<file path="src/sv/ppi_keyboard_port_block_unit_assert.svh">
// Assertion macros for the keyboard port block modules.
// Depends on nothing; included by the files that carry assertions.
`ifndef PPI_KEYBOARD_PORT_BLOCK_UNIT_ASSERT_SVH
`define PPI_KEYBOARD_PORT_BLOCK_UNIT_ASSERT_SVH

// Same-cycle implication, off while reset is high.
`define PPIKB_ASSERT_NOW(label, clk, rst, ante, cons, msg) \
  label: assert property (@(posedge clk) disable iff (rst) (ante) |-> (cons)) \
    else $error(msg);

// Next-cycle implication, off while reset is high.
`define PPIKB_ASSERT_NEXT(label, clk, rst, ante, cons, msg) \
  label: assert property (@(posedge clk) disable iff (rst) (ante) |=> (cons)) \
    else $error(msg);

`endif

</file>
<file path="src/sv/ppikb_pkg.sv">
// Types, codes and constants of the keyboard port block.
// No dependencies; imported by the interfaces, the controller, the datapath and the top.
`timescale 1ns / 1ps

package ppikb_pkg;

  localparam int QUEUE_DEPTH = 16;
  localparam int QUEUE_AW    = (QUEUE_DEPTH > 1) ? $clog2(QUEUE_DEPTH) : 1;
  localparam int COUNT_W     = $clog2(QUEUE_DEPTH + 1);
  localparam int SUM_W       = COUNT_W + 1;

  localparam int PORT_W      = 16;
  localparam int DATA_W      = 8;
  localparam int CFG_INDEX_W = 4;
  localparam int CFG_DATA_W  = 16;

  localparam logic [CFG_INDEX_W-1:0] REG_BASE_PORT    = 4'd0;
  localparam logic [CFG_INDEX_W-1:0] REG_DIP_SWITCHES = 4'd1;

  localparam logic [PORT_W-1:0] BASE_PORT_RESET = 16'h0060;
  localparam logic [DATA_W-1:0] DIP_RESET       = 8'h30;

  // Port B bit that selects the high switch nibble
  localparam int SW_SEL_BIT = 3;

  localparam logic [1:0] OFF_SCAN    = 2'd0;
  localparam logic [1:0] OFF_PORT_B  = 2'd1;
  localparam logic [1:0] OFF_SWITCH  = 2'd2;
  localparam logic [1:0] OFF_CONTROL = 2'd3;

  typedef enum logic [1:0] {
    OP_READ  = 2'd0,
    OP_WRITE = 2'd1,
    OP_PUSH  = 2'd2,
    OP_POLL  = 2'd3
  } op_t;

  typedef enum logic [1:0] {
    ST_IDLE,
    ST_EXEC,
    ST_RESP
  } ctrl_state_t;

  typedef struct packed {
    op_t               operation;
    logic [PORT_W-1:0] port;
    logic [DATA_W-1:0] write_data;
    logic [DATA_W-1:0] scan_code;
  } in_item_t;

  typedef struct packed {
    logic [DATA_W-1:0] read_data;
    logic              port_hit;
    logic              irq_raised;
    logic              port_b_strobe;
    logic [DATA_W-1:0] port_b_value;
    logic              queue_overflow;
  } out_item_t;

  typedef struct packed {
    logic capture;
    logic execute;
  } ctrl_cmd_t;

endpackage

</file>
<file path="src/sv/ppikb_in_if.sv">
// Request channel of the keyboard port block.
// Depends on ppikb_pkg.
`timescale 1ns / 1ps

interface ppikb_in_if import ppikb_pkg::*; ();
  logic     valid;
  logic     ready;
  in_item_t item;

  modport source (output valid, output item, input ready);
  modport sink (input valid, input item, output ready);
endinterface

</file>
<file path="src/sv/ppikb_out_if.sv">
// Result channel of the keyboard port block.
// Depends on ppikb_pkg.
`timescale 1ns / 1ps

interface ppikb_out_if import ppikb_pkg::*; ();
  logic      valid;
  logic      ready;
  out_item_t item;

  modport source (output valid, output item, input ready);
  modport sink (input valid, input item, output ready);
endinterface

</file>
<file path="src/sv/ppikb_cfg_if.sv">
// Register write channel of the keyboard port block.
// Depends on ppikb_pkg.
`timescale 1ns / 1ps

interface ppikb_cfg_if import ppikb_pkg::*; ();
  logic                   valid;
  logic                   ready;
  logic [CFG_INDEX_W-1:0] index;
  logic [CFG_DATA_W-1:0]  value;

  modport source (output valid, output index, output value, input ready);
  modport sink (input valid, input index, input value, output ready);
endinterface

</file>
<file path="src/sv/ppikb_ram.sv">
// Generic single-write, single-read RAM with registered read data.
// No dependencies.
`timescale 1ns / 1ps

module ppikb_ram #(
  parameter int WIDTH = 8,
  parameter int DEPTH = 16,
  localparam int AW   = (DEPTH > 1) ? $clog2(DEPTH) : 1
) (
  input  logic             clk,
  input  logic             we,
  input  logic [AW-1:0]    waddr,
  input  logic [WIDTH-1:0] wdata,
  input  logic [AW-1:0]    raddr,
  output logic [WIDTH-1:0] rdata
);

  logic [WIDTH-1:0] mem [DEPTH];

  always_ff @(posedge clk) begin
    if (we) begin
      mem[waddr] <= wdata;
    end
    rdata <= mem[raddr];
  end

endmodule

</file>
<file path="src/sv/ppikb_ctrl.sv">
// Sequencer of the keyboard port block: take an item, execute, hand over result.
// Depends on ppikb_pkg.
`timescale 1ns / 1ps

module ppikb_ctrl import ppikb_pkg::*; (
  input  logic      clk,
  input  logic      rst,
  input  logic      in_valid,
  output logic      in_ready,
  output logic      out_valid,
  input  logic      out_ready,
  output ctrl_cmd_t cmd
);

  ctrl_state_t state, state_next;

  always_ff @(posedge clk) begin
    if (rst) begin
      state <= ST_IDLE;
    end else begin
      state <= state_next;
    end
  end

  always_comb begin
    state_next = state;
    case (state)
      ST_IDLE: begin
        if (in_valid) state_next = ST_EXEC;
      end
      ST_EXEC: begin
        state_next = ST_RESP;
      end
      ST_RESP: begin
        if (out_ready) state_next = ST_IDLE;
      end
      default: state_next = ST_IDLE;
    endcase
  end

  always_comb begin
    in_ready    = 1'b0;
    out_valid   = 1'b0;
    cmd.capture = 1'b0;
    cmd.execute = 1'b0;
    case (state)
      ST_IDLE: begin
        in_ready    = 1'b1;
        cmd.capture = in_valid;
      end
      ST_EXEC: begin
        cmd.execute = 1'b1;
      end
      ST_RESP: begin
        out_valid = 1'b1;
      end
      default: ;
    endcase
  end

endmodule

</file>
<file path="src/sv/ppikb_dp.sv">
// Datapath: item register, port registers, scan-code queue and latch, result.
// Depends on ppikb_pkg, ppikb_ram and the assertion header.
`timescale 1ns / 1ps
`include "ppi_keyboard_port_block_unit_assert.svh"

module ppikb_dp import ppikb_pkg::*; (
  input  logic                   clk,
  input  logic                   rst,
  input  ctrl_cmd_t              cmd,
  input  in_item_t               in_item,
  input  logic                   cfg_we,
  input  logic [CFG_INDEX_W-1:0] cfg_index,
  input  logic [CFG_DATA_W-1:0]  cfg_value,
  output out_item_t              result
);

  in_item_t           item;
  logic [PORT_W-1:0]  base_port;
  logic [DATA_W-1:0]  dip_switches;
  logic [QUEUE_AW-1:0] queue_head, queue_head_next;
  logic [COUNT_W-1:0] queue_count, queue_count_next;
  logic [DATA_W-1:0]  scan_latch, scan_latch_next;
  logic               latch_full, latch_full_next;
  logic [DATA_W-1:0]  port_b_reg, port_b_reg_next;
  logic [DATA_W-1:0]  control_reg, control_reg_next;
  out_item_t          result_next;

  logic [DATA_W-1:0]   head_code;
  logic                q_we;
  logic [QUEUE_AW-1:0] q_tail;
  logic [SUM_W-1:0]    tail_sum;
  logic [PORT_W:0]     range_top;
  logic [PORT_W-1:0]   port_diff;
  logic [1:0]          offset;
  logic                hit;
  logic                queue_full;

  ppikb_ram #(.WIDTH(DATA_W), .DEPTH(QUEUE_DEPTH)) u_queue (
    .clk   (clk),
    .we    (q_we),
    .waddr (q_tail),
    .wdata (item.scan_code),
    .raddr (queue_head),
    .rdata (head_code)
  );

  // range stops at the top of the address space, no wrap
  always_comb begin
    range_top  = {1'b0, base_port} + (PORT_W+1)'(3);
    port_diff  = item.port - base_port;
    offset     = port_diff[1:0];
    hit        = (item.operation == OP_READ || item.operation == OP_WRITE) &&
                 ({1'b0, item.port} >= {1'b0, base_port}) &&
                 ({1'b0, item.port} <= range_top);
    queue_full = (queue_count >= COUNT_W'(QUEUE_DEPTH));
    tail_sum   = SUM_W'(queue_head) + SUM_W'(queue_count);
    if (tail_sum >= SUM_W'(QUEUE_DEPTH)) begin
      tail_sum = tail_sum - SUM_W'(QUEUE_DEPTH);
    end
    q_tail = tail_sum[QUEUE_AW-1:0];
    q_we   = cmd.execute && (item.operation == OP_PUSH) && !queue_full;
  end

  always_comb begin
    queue_head_next  = queue_head;
    queue_count_next = queue_count;
    scan_latch_next  = scan_latch;
    latch_full_next  = latch_full;
    port_b_reg_next  = port_b_reg;
    control_reg_next = control_reg;
    result_next      = '0;
    result_next.port_hit = hit;

    case (item.operation)
      OP_READ: begin
        if (hit) begin
          case (offset)
            OFF_SCAN: begin
              result_next.read_data = scan_latch;
              latch_full_next       = 1'b0;
            end
            OFF_PORT_B: result_next.read_data = port_b_reg;
            OFF_SWITCH: begin
              result_next.read_data = port_b_reg[SW_SEL_BIT] ?
                                      {4'b0, dip_switches[7:4]} :
                                      {4'b0, dip_switches[3:0]};
            end
            default: result_next.read_data = control_reg;
          endcase
        end
      end
      OP_WRITE: begin
        // writes to the input offsets are dropped
        if (hit && offset == OFF_PORT_B) begin
          port_b_reg_next           = item.write_data;
          result_next.port_b_strobe = 1'b1;
        end else if (hit && offset == OFF_CONTROL) begin
          control_reg_next = item.write_data;
        end
      end
      OP_PUSH: begin
        if (queue_full) begin
          result_next.queue_overflow = 1'b1;
        end else begin
          queue_count_next = queue_count + COUNT_W'(1);
        end
      end
      OP_POLL: begin
        if (!latch_full && queue_count != '0) begin
          scan_latch_next        = head_code;
          queue_head_next        = (queue_head == QUEUE_AW'(QUEUE_DEPTH - 1)) ?
                                   '0 : queue_head + QUEUE_AW'(1);
          queue_count_next       = queue_count - COUNT_W'(1);
          latch_full_next        = 1'b1;
          result_next.irq_raised = 1'b1;
        end
      end
      default: ;
    endcase
    result_next.port_b_value = port_b_reg_next;
  end

  always_ff @(posedge clk) begin
    if (cmd.capture) begin
      item <= in_item;
    end
    if (rst) begin
      result <= '0;
    end else if (cmd.execute) begin
      result <= result_next;
    end
  end

  always_ff @(posedge clk) begin
    if (rst) begin
      base_port    <= BASE_PORT_RESET;
      dip_switches <= DIP_RESET;
      queue_head   <= '0;
      queue_count  <= '0;
      scan_latch   <= '0;
      latch_full   <= 1'b0;
      port_b_reg   <= '0;
      control_reg  <= '0;
    end else begin
      if (cfg_we && cfg_index == REG_BASE_PORT) begin
        base_port <= cfg_value;
      end
      if (cfg_we && cfg_index == REG_DIP_SWITCHES) begin
        dip_switches <= cfg_value[DATA_W-1:0];
      end
      if (cmd.execute) begin
        queue_head  <= queue_head_next;
        queue_count <= queue_count_next;
        scan_latch  <= scan_latch_next;
        latch_full  <= latch_full_next;
        port_b_reg  <= port_b_reg_next;
        control_reg <= control_reg_next;
      end
    end
  end

  `PPIKB_ASSERT_NOW(a_count_bound, clk, rst, 1'b1,
                    queue_count <= COUNT_W'(QUEUE_DEPTH), "queue count past depth")
  `PPIKB_ASSERT_NEXT(a_full_drop, clk, rst,
                     cmd.execute && item.operation == OP_PUSH && queue_full,
                     queue_count == COUNT_W'(QUEUE_DEPTH) && result.queue_overflow,
                     "push on full queue not dropped")
  `PPIKB_ASSERT_NEXT(a_poll_latch, clk, rst,
                     cmd.execute && item.operation == OP_POLL && !latch_full &&
                     queue_count != '0,
                     latch_full && result.irq_raised && scan_latch == $past(head_code),
                     "poll did not latch queue head")
  `PPIKB_ASSERT_NEXT(a_result_hold, clk, rst, !cmd.execute, $stable(result),
                     "result changed outside execute")

endmodule

</file>
<file path="src/sv/ppi_keyboard_port_block_unit.sv">
// Keyboard port block: one item at a time, controller plus datapath.
// The request item is captured in ST_IDLE, executed in ST_EXEC, where the
// result is registered, and offered in ST_RESP until it is taken.
// Steps per item: take, execute, hand over; the sequencer holds one item
// from acceptance until its result is taken, so no new item is taken before.
// Reset (rst, synchronous): base 0x60, switches 0x30, queue empty, latch free.
`timescale 1ns / 1ps

module ppi_keyboard_port_block_unit import ppikb_pkg::*; (
  input  logic        clk,
  input  logic        rst,
  ppikb_in_if.sink    req,
  ppikb_out_if.source rsp,
  ppikb_cfg_if.sink   cfg
);

  ctrl_cmd_t cmd;
  logic      in_ready;
  logic      out_valid;

  // register writes are always taken
  assign cfg.ready = 1'b1;
  assign req.ready = in_ready;
  assign rsp.valid = out_valid;

  ppikb_ctrl u_ctrl (
    .clk       (clk),
    .rst       (rst),
    .in_valid  (req.valid),
    .in_ready  (in_ready),
    .out_valid (out_valid),
    .out_ready (rsp.ready),
    .cmd       (cmd)
  );

  ppikb_dp u_dp (
    .clk       (clk),
    .rst       (rst),
    .cmd       (cmd),
    .in_item   (req.item),
    .cfg_we    (cfg.valid),
    .cfg_index (cfg.index),
    .cfg_value (cfg.value),
    .result    (rsp.item)
  );

endmodule
</file>
<file path="src/flat_wrapper.sv">
// flat-port wrapper written by rule: the top's interface ports become plain ports
module ppi_keyboard_port_block_unit_flat import ppikb_pkg::*;
  (clk, rst, req_valid, req_item, req_ready, rsp_valid, rsp_item, rsp_ready, cfg_valid, cfg_index, cfg_value, cfg_ready);
  ppikb_in_if req_i ();
  ppikb_out_if rsp_i ();
  ppikb_cfg_if cfg_i ();
  input  logic clk;
  input  logic rst;
  input wire logic [$bits(req_i.valid)-1:0] req_valid;
  input wire logic [$bits(req_i.item)-1:0] req_item;
  output wire logic [$bits(req_i.ready)-1:0] req_ready;
  output wire logic [$bits(rsp_i.valid)-1:0] rsp_valid;
  output wire logic [$bits(rsp_i.item)-1:0] rsp_item;
  input wire logic [$bits(rsp_i.ready)-1:0] rsp_ready;
  input wire logic [$bits(cfg_i.valid)-1:0] cfg_valid;
  input wire logic [$bits(cfg_i.index)-1:0] cfg_index;
  input wire logic [$bits(cfg_i.value)-1:0] cfg_value;
  output wire logic [$bits(cfg_i.ready)-1:0] cfg_ready;
  assign req_i.valid = req_valid;
  assign req_i.item = req_item;
  assign req_ready = req_i.ready;
  assign rsp_valid = rsp_i.valid;
  assign rsp_item = rsp_i.item;
  assign rsp_i.ready = rsp_ready;
  assign cfg_i.valid = cfg_valid;
  assign cfg_i.index = cfg_index;
  assign cfg_i.value = cfg_value;
  assign cfg_ready = cfg_i.ready;
  ppi_keyboard_port_block_unit u_core (.clk(clk), .rst(rst), .req(req_i), .rsp(rsp_i), .cfg(cfg_i));
endmodule
</file>
<file path="config.mk">
export PLATFORM = sky130hd
export DESIGN_NAME = ppi_keyboard_port_block_unit_flat
export DESIGN_NICKNAME = d
export VERILOG_FILES = /design/src/sv/ppikb_pkg.sv /design/src/sv/ppikb_in_if.sv /design/src/sv/ppikb_out_if.sv /design/src/sv/ppikb_cfg_if.sv /design/src/sv/ppikb_ram.sv /design/src/sv/ppikb_ctrl.sv /design/src/sv/ppikb_dp.sv /design/src/sv/ppi_keyboard_port_block_unit.sv /design/src/flat_wrapper.sv
export VERILOG_INCLUDE_DIRS = /design/src /design/src/sv
export SDC_FILE = /design/constraint.sdc
export NUM_CORES = 1
export LEC_CHECK = 0
export ABC_CLOCK_PERIOD_IN_PS = 4050
export BUFFER_PORTS_ARGS = -buffer_cell sky130_fd_sc_hd__buf_2
export CORE_ASPECT_RATIO = 1.25
export CORE_MARGIN = 1.5
export CORE_UTILIZATION = 60
export CTS_CLUSTER_SIZE = 40
export DETAILED_ROUTE_END_ITERATION = 12
export PLACE_DENSITY = 0.8
export SYNTH_ARGS = -nofsm -noshare
export SYNTH_HDL_FRONTEND = slang
export SYNTH_SLANG_ARGS = --single-unit
</file>
<file path="constraint.sdc">
create_clock -name clk -period 4.05 [get_ports clk]
set_input_delay 0.81 -clock clk [delete_from_list [all_inputs] [get_ports clk]]
set_output_delay 0.81 -clock clk [all_outputs]
set_load 0.01 [all_outputs]
</file>
---- Word level (Yosys, flattened, before mapping) ----
Memory sizes are Yosys's and may differ from the RTL's. A register that Yosys moved wholly into a read port is not among the register bits.
Index checks and enable logic that the tools add are counted.
storage, ports and cells
  register bits after elaboration ......... 106
  RAM bits ................................ 128
  output and inout bits ................... 23
  logic and storage cells ................. 100
  memories ................................ 1
memory list
  memory                   depth  bits a word  read ports  clocked after memory_dff  wr ports  line             source
  u_core.u_dp.u_queue.mem  16     8            1           1                         1         ppikb_ram.sv:18  logic [WIDTH-1:0] mem [DEPTH];
cells by class
  $add $sub $neg .......................... 7
  order comparisons ....................... 4
  equality and inequality tests ........... 16
  multiplexer cells ....................... 28
  bitwise operators ....................... 1
  reductions and logical operators ........ 25
operators by type and width
  kind                                                                                 number
  8-bit case mux with 3 select lines                                                   1
  16-bit by 2-bit adder with 17-bit output, second input constant                      1
  16-bit by 17-bit <= comparator with 1-bit output                                     1
  16-bit greater-or-equal comparator                                                   1
  8-bit two-way mux                                                                    2
  1-bit two-way mux                                                                    15
  4-bit two-way mux                                                                    3
  2-bit == test, second input constant                                                 5
  5-bit two-way mux                                                                    2
  2-bit != test, second input constant                                                 5
  5-bit case mux with 2 select lines                                                   1
  1-bit logical AND                                                                    9
  4-bit AND reduction                                                                  2
  4-bit by 5-bit adder with 6-bit output                                               1
  2-bit by 1-bit == test with 1-bit output, second input constant                      3
  6-bit by 5-bit greater-or-equal comparator with 1-bit output, second input constant  1
  2-bit logical NOT                                                                    3
  2-bit case mux with 3 select lines                                                   1
  3-bit AND reduction                                                                  2
  5-bit by 1-bit adder with 5-bit output, second input constant                        1
  5-bit greater-or-equal comparator, second input constant                             1
  5-bit AND reduction                                                                  1
  5-bit nonzero test                                                                   1
  5-bit by 1-bit subtractor with 5-bit output, second input constant                   1
  14 further kinds                                                                     17

---- Longest topological paths before layout ----
  depth after elaboration ................. 7
  gate-level depth with buffers ........... 15

---- Hierarchy ----
Synthesis repeated with hierarchy kept, for this count alone.
second synthesis, totals
  cells, all modules ...................... 740
  area total of the unflattened synthesis .. 10,393.7 um^2
modules (own cells, without submodules)
  module                        times used  cells an instance  area an instance (um^2)  sequential area each (um^2)
  ppikb_ram                     1           229                5,147.4                  4,003.8
  ppikb_dp                      1           499                5,132.4                  2,422.3
  ppikb_ctrl                    1           10                 102.6                    40.0
  ppi_keyboard_port_block_unit  1           2                  11.3                     0.0

---- Worst setup path before layout ----
OpenSTA, ideal clock, no wires.
  kind .................................... register to register
  start point ............................. register u_core.u_dp.base_port[0]
  end point ............................... register u_core.u_dp.latch_full
  arrival ................................. 2.813 ns
  data required time ...................... 3.925 ns
  slack ................................... 1.112 ns
  cell stages (with the launch flop) ...... 15
  clock period less this slack ............ 2.938 ns
  cells stage by stage .................... dfxtp_1 inv_1 ha_1 or3_4 nor2_4 nand2_1 xnor2_1 ha_1 and3_1 a221o_1 a31oi_1 o31ai_1 nand3_2 nand3_1 o41a_1
on the way
  word-level cells in the longest chain between the ends .. 5
  elaborated cells between the ends (all ways) .. 10
ends and longest elaborated chain
  element                                                                                         line                            source
  start, declared                                                                                 ppikb_dp.sv:18                  logic [PORT_W-1:0] base_port;
  start signal, assigned                                                                          ppikb_dp.sv:146                 base_port <= cfg_value;
  16-bit by 2-bit adder with 17-bit output or 16-bit greater-or-equal comparator (tied branches)  ppikb_dp.sv:49, ppikb_dp.sv:53
  16-bit by 17-bit <= comparator with 1-bit output or 1-bit logical AND (tied branches)           ppikb_dp.sv:54, ppikb_dp.sv:52
  1-bit logical AND                                                                               ppikb_dp.sv:53                  ({1'b0, item.port} >= {1'b0, base_port}) &&
  2-bit != test (no line)                                                                         --
  5-bit AND reduction (no line) (*)                                                               --
  end signal, assigned                                                                            ppikb_dp.sv:155                 latch_full <= latch_full_next;
  end, declared                                                                                   ppikb_dp.sv:23                  logic latch_full, latch_full_next;
Mark *: on every way between the ends. The rest lies on a longest branch, timed or not.
A chain may end at the register's enable or synchronous reset.

---- Final worst setup path ----
  start point ............................. register u_core.u_dp.base_port[0]
  end point ............................... register u_core.u_dp.port_b_reg[5]
on the way
  word-level cells in the longest chain between the ends .. 5
  elaborated cells between the ends (all ways) .. 9
ends and longest elaborated chain
  element                                                                                         line                            source
  16-bit by 2-bit adder with 17-bit output or 16-bit greater-or-equal comparator (tied branches)  ppikb_dp.sv:49, ppikb_dp.sv:53
  16-bit by 17-bit <= comparator with 1-bit output or 1-bit logical AND (tied branches)           ppikb_dp.sv:54, ppikb_dp.sv:52
  1-bit logical AND                                                                               ppikb_dp.sv:53
  1-bit logical AND (*)                                                                           ppikb_dp.sv:94                  if (hit && offset == OFF_PORT_B) begin
  3-bit AND reduction (no line) (*)                                                               --
  end signal, assigned                                                                            ppikb_dp.sv:156                 port_b_reg <= port_b_reg_next;
  end, declared                                                                                   ppikb_dp.sv:24                  logic [DATA_W-1:0] port_b_reg, port_b_reg_next;
Marked as above.

==> results.py <==
metrics = {
    "status": {
        "status": "finished, final reports clean",
    },
    "logic_synthesis": {
        "ys_async_sr_fraction": 0,
        "syn_area_per_cell_um2": 14.46,
        "synth_cell_types": 60,
        "synth_edf_count": 162,
        "synth_ff_type": "edfxtp_1",
        "syn_area_um2": 10350,
        "syn_inst": 716,
        "synth_seq_cells": 242,
        "yosys_warnings": 0,
        "ys_seq_area_frac": 0.6247,
        "synth_fp_nets": 818,
    },
    "power_and_ir_drop": {
        "power_density_nw_per_um2": 426.2,
        "power_frac_comb": 0.042,
        "p_int_mw": 3.905,
        "power_frac_clock": 0.411,
        "p_sw_frac": 0.2140,
        "switchingPower_mw": 1.063,
        "power.leakage_nw": 4.245,
        "ir_drop_uv": 368.8,
        "seq_power_share": 0.547,
    },
    "sta": {
        "setup_viol": 0,
        "rsz0062_at_grt": "false",
        "fmax_ghz": 0.2988,
        "drv_slew": 0,
        "worst_pin_slew_ps": 998.3,
        "fin_worst_skew_ps": 16.34,
        "fin_crit_sh": 0.8264,
        "maxSlewHeadroom": 0.3345,
        "hold_viol": 0,
        "fin_tns_setup_ps": 0,
        "period_needed_ps": 3347,
    },
    "worst_setup_path": {
        "required_ps": 4500,
        "crit_type": "flip-flop to flip-flop",
        "cp-end-kind": "flip-flop",
        "crit_fanout": 9,
        "arrival_ps": 3800,
        "startpoint_type": "flip-flop",
    },
    "layout": {
        "area_growth_syn_to_layout_pct": 12.59,
        "most-common-layout-cells": "edfxtp_1 (162), buf_2 (80), dfxtp_1 (79)",
        "layout_commonest_cell": "edfxtp_1",
        "max_flop_register": "u_core.u_dp.u_queue.mem",
        "largestRegisters": "u_core.u_dp.u_queue.mem (128), u_core.u_dp.item (34), u_core.u_dp.base_port (16)",
        "diodes": 0,
        "instances_no_fill": 1039,
        "fin_nets": 903,
        "layout-drive-gt1-share": 0.2234,
        "seqCellArea_um2": 6467,
        "largest_reg_flops": 128,
        "multiInputGateArea_um2": 3637,
        "fillers": 1120,
    },
    "floorplanning": {
        "fp.dieW_um": 120.5,
        "dieHeight_um": 149.9,
        "num_rows": 53,
        "die_area_um2": 18050,
        "io-pin-count": 82,
        "start_util": 0.6145,
        "coreArea_um2": 16840,
    },
    "global_route": {
        "antenna_found_initial": 0,
        "gr-total-overflow": 0,
        "track_usage": 0.2421,
        "grt_pass1_vias": 6406,
        "grt_first_pass_wirelength_mm": 33.40,
        "grt_max_degree": 47,
    },
    "clock_network": {
        "cts_resized": 0,
        "ctsHoldBuffers": 0,
        "clock_latency_ps": 530,
        "cts_buffers": 24,
        "postCtsSetupRepairBufs": 0,
        "ctsHtreeMaxLevel": 1,
        "clock-root-buffer": "clkbuf_16",
        "cts_sinks": 242,
        "path_clk_slew_ps": 60,
        "cts_tree": "done",
        "cts_buffer_depth": 3,
    },
    "placed_design": {
        "dp.final_hpwl_mm": 14.58,
        "dp.cells": 995,
        "port_buffers": 80,
        "gp_congestion": 0.8833,
    },
    "detailed_routing": {
        "vias": 6182,
        "drt-pass1-iter-count": 5,
        "viasPerCell": 5.950,
        "drtIter0Drc": 516,
        "drc": 0,
        "wirelength_mm": 21.41,
        "wire_per_inst_um": 20.60,
        "final_antenna_net_count": 0,
    },
    "job": {
        "drv_cap": 0,
    },
    "worst_hold_path": {
        "worstHoldPathType": "input pin to flip-flop",
    },
}
cell families (layout without fill, tap and decap cells):
kind of cell | Yosys count | in the layout | synth area share
AOI/OAI and AO/OA | 78 | 78 | 0.04738
xor gates and xnor gates | 25 | 25 | 0.02115
adders and majority gates | 43 | 43 | 0.05415
buffers and inverters | 54 | 157 | 0.02405
DFF | 242 | 242 | 0.6247
muxes | 84 | 84 | 0.1339
other | 1 | 1 | 0.0003623
and+or+nand+nor | 189 | 189 | 0.09428
cells in the mapped netlist (15+ instances only):
library cell / n / area [um^2]
nand2b_1: 28 / 175.2
mux4_2: 42 / 945.9
clkbuf_1: 15 / 56.30
a21oi_1: 36 / 180.2
edfxtp_1: 162 / 4865
xnor2_1: 20 / 175.2
dfxtp_1: 80 / 1602
nor2_1: 54 / 202.7
ha_1: 40 / 500.5
mux2i_1: 38 / 380.4
inv_1: 22 / 82.58
nand2_1: 55 / 206.5
per-stage QoR:
stage               setup WS [ps]    util  hold WS (ps)  instance area, um^2  power [mW]
floorplan                    1112       -         429.6                10350       2.892
global placement            889.2  0.6489         445.8                10930       2.961
detailed placement          765.5  0.6489         450.3                10930       2.976
CTS                         729.9  0.6919         440.8                11650       5.000
global route                496.7  0.6919         435.3                11650       5.123
finish                      702.9  0.6919         454.1                11650       4.968
power groups by stage:
stage | Combinational [mW] | Sequential (mW) | Clock (mW)
after detailed placement | 0.205 | 2.77 | 0
after floorplan | 0.136 | 2.76 | 0
after global routing | 0.229 | 2.72 | 2.17
final | 0.206 | 2.72 | 2.04
after CTS | 0.207 | 2.72 | 2.07
after global placement | 0.195 | 2.77 | 0
metal layers:
| metal | global-route usage | routed length, um | up-vias |
|---|---|---|---|
| li1 | - | - | 2839 |
| met1 | 0.2858 | 8139 | 3063 |
| met2 | 0.4429 | 11370 | 228 |
| met3 | 0.03582 | 1133 | 52 |
| met4 | 0.09765 | 759 | 0 |
| met5 | 0 | 0 | - |
final timing paths:
| path | from | cells after the start | to | slack [ps] |
|---|---|---|---|---|
| max | u_core.u_dp.base_port[0] | 14 | u_core.u_dp.port_b_reg[5] | 700 |
| min reg2reg | u_core.u_dp.base_port[11] | 2 | u_core.u_dp.base_port[11] | 460 |
| min | req_item[4] | 1 | u_core.u_dp.item[4] | 450 |
| max reg2reg | u_core.u_dp.base_port[0] | 14 | u_core.u_dp.port_b_reg[5] | 700 |
layout make-up:
cell class                 count  share of cell area
clock buffer                  35             0.05679
clock inverter                 9            0.005368
inverter                      26            0.008374
multi-input combinational    420              0.3121
sequential                   242              0.5549
tap                          220             0.02362
timing repair buffer          87             0.03886
worst max-delay path, stage by stage, from the launching register on:
cell and delay, ps:
dfxtp_1 380, inv_1 80, ha_1 230, or3_4 380
nor2_4 140, nand2_1 80, xnor2_1 130, ha_1 310
and3_1 200, a221o_1 350, a31oi_1 150, o31ai_1 120
nand3_2 160, nand3_2 290, mux2i_1 260
No activity file was read; power rests on OpenSTA's default activity.
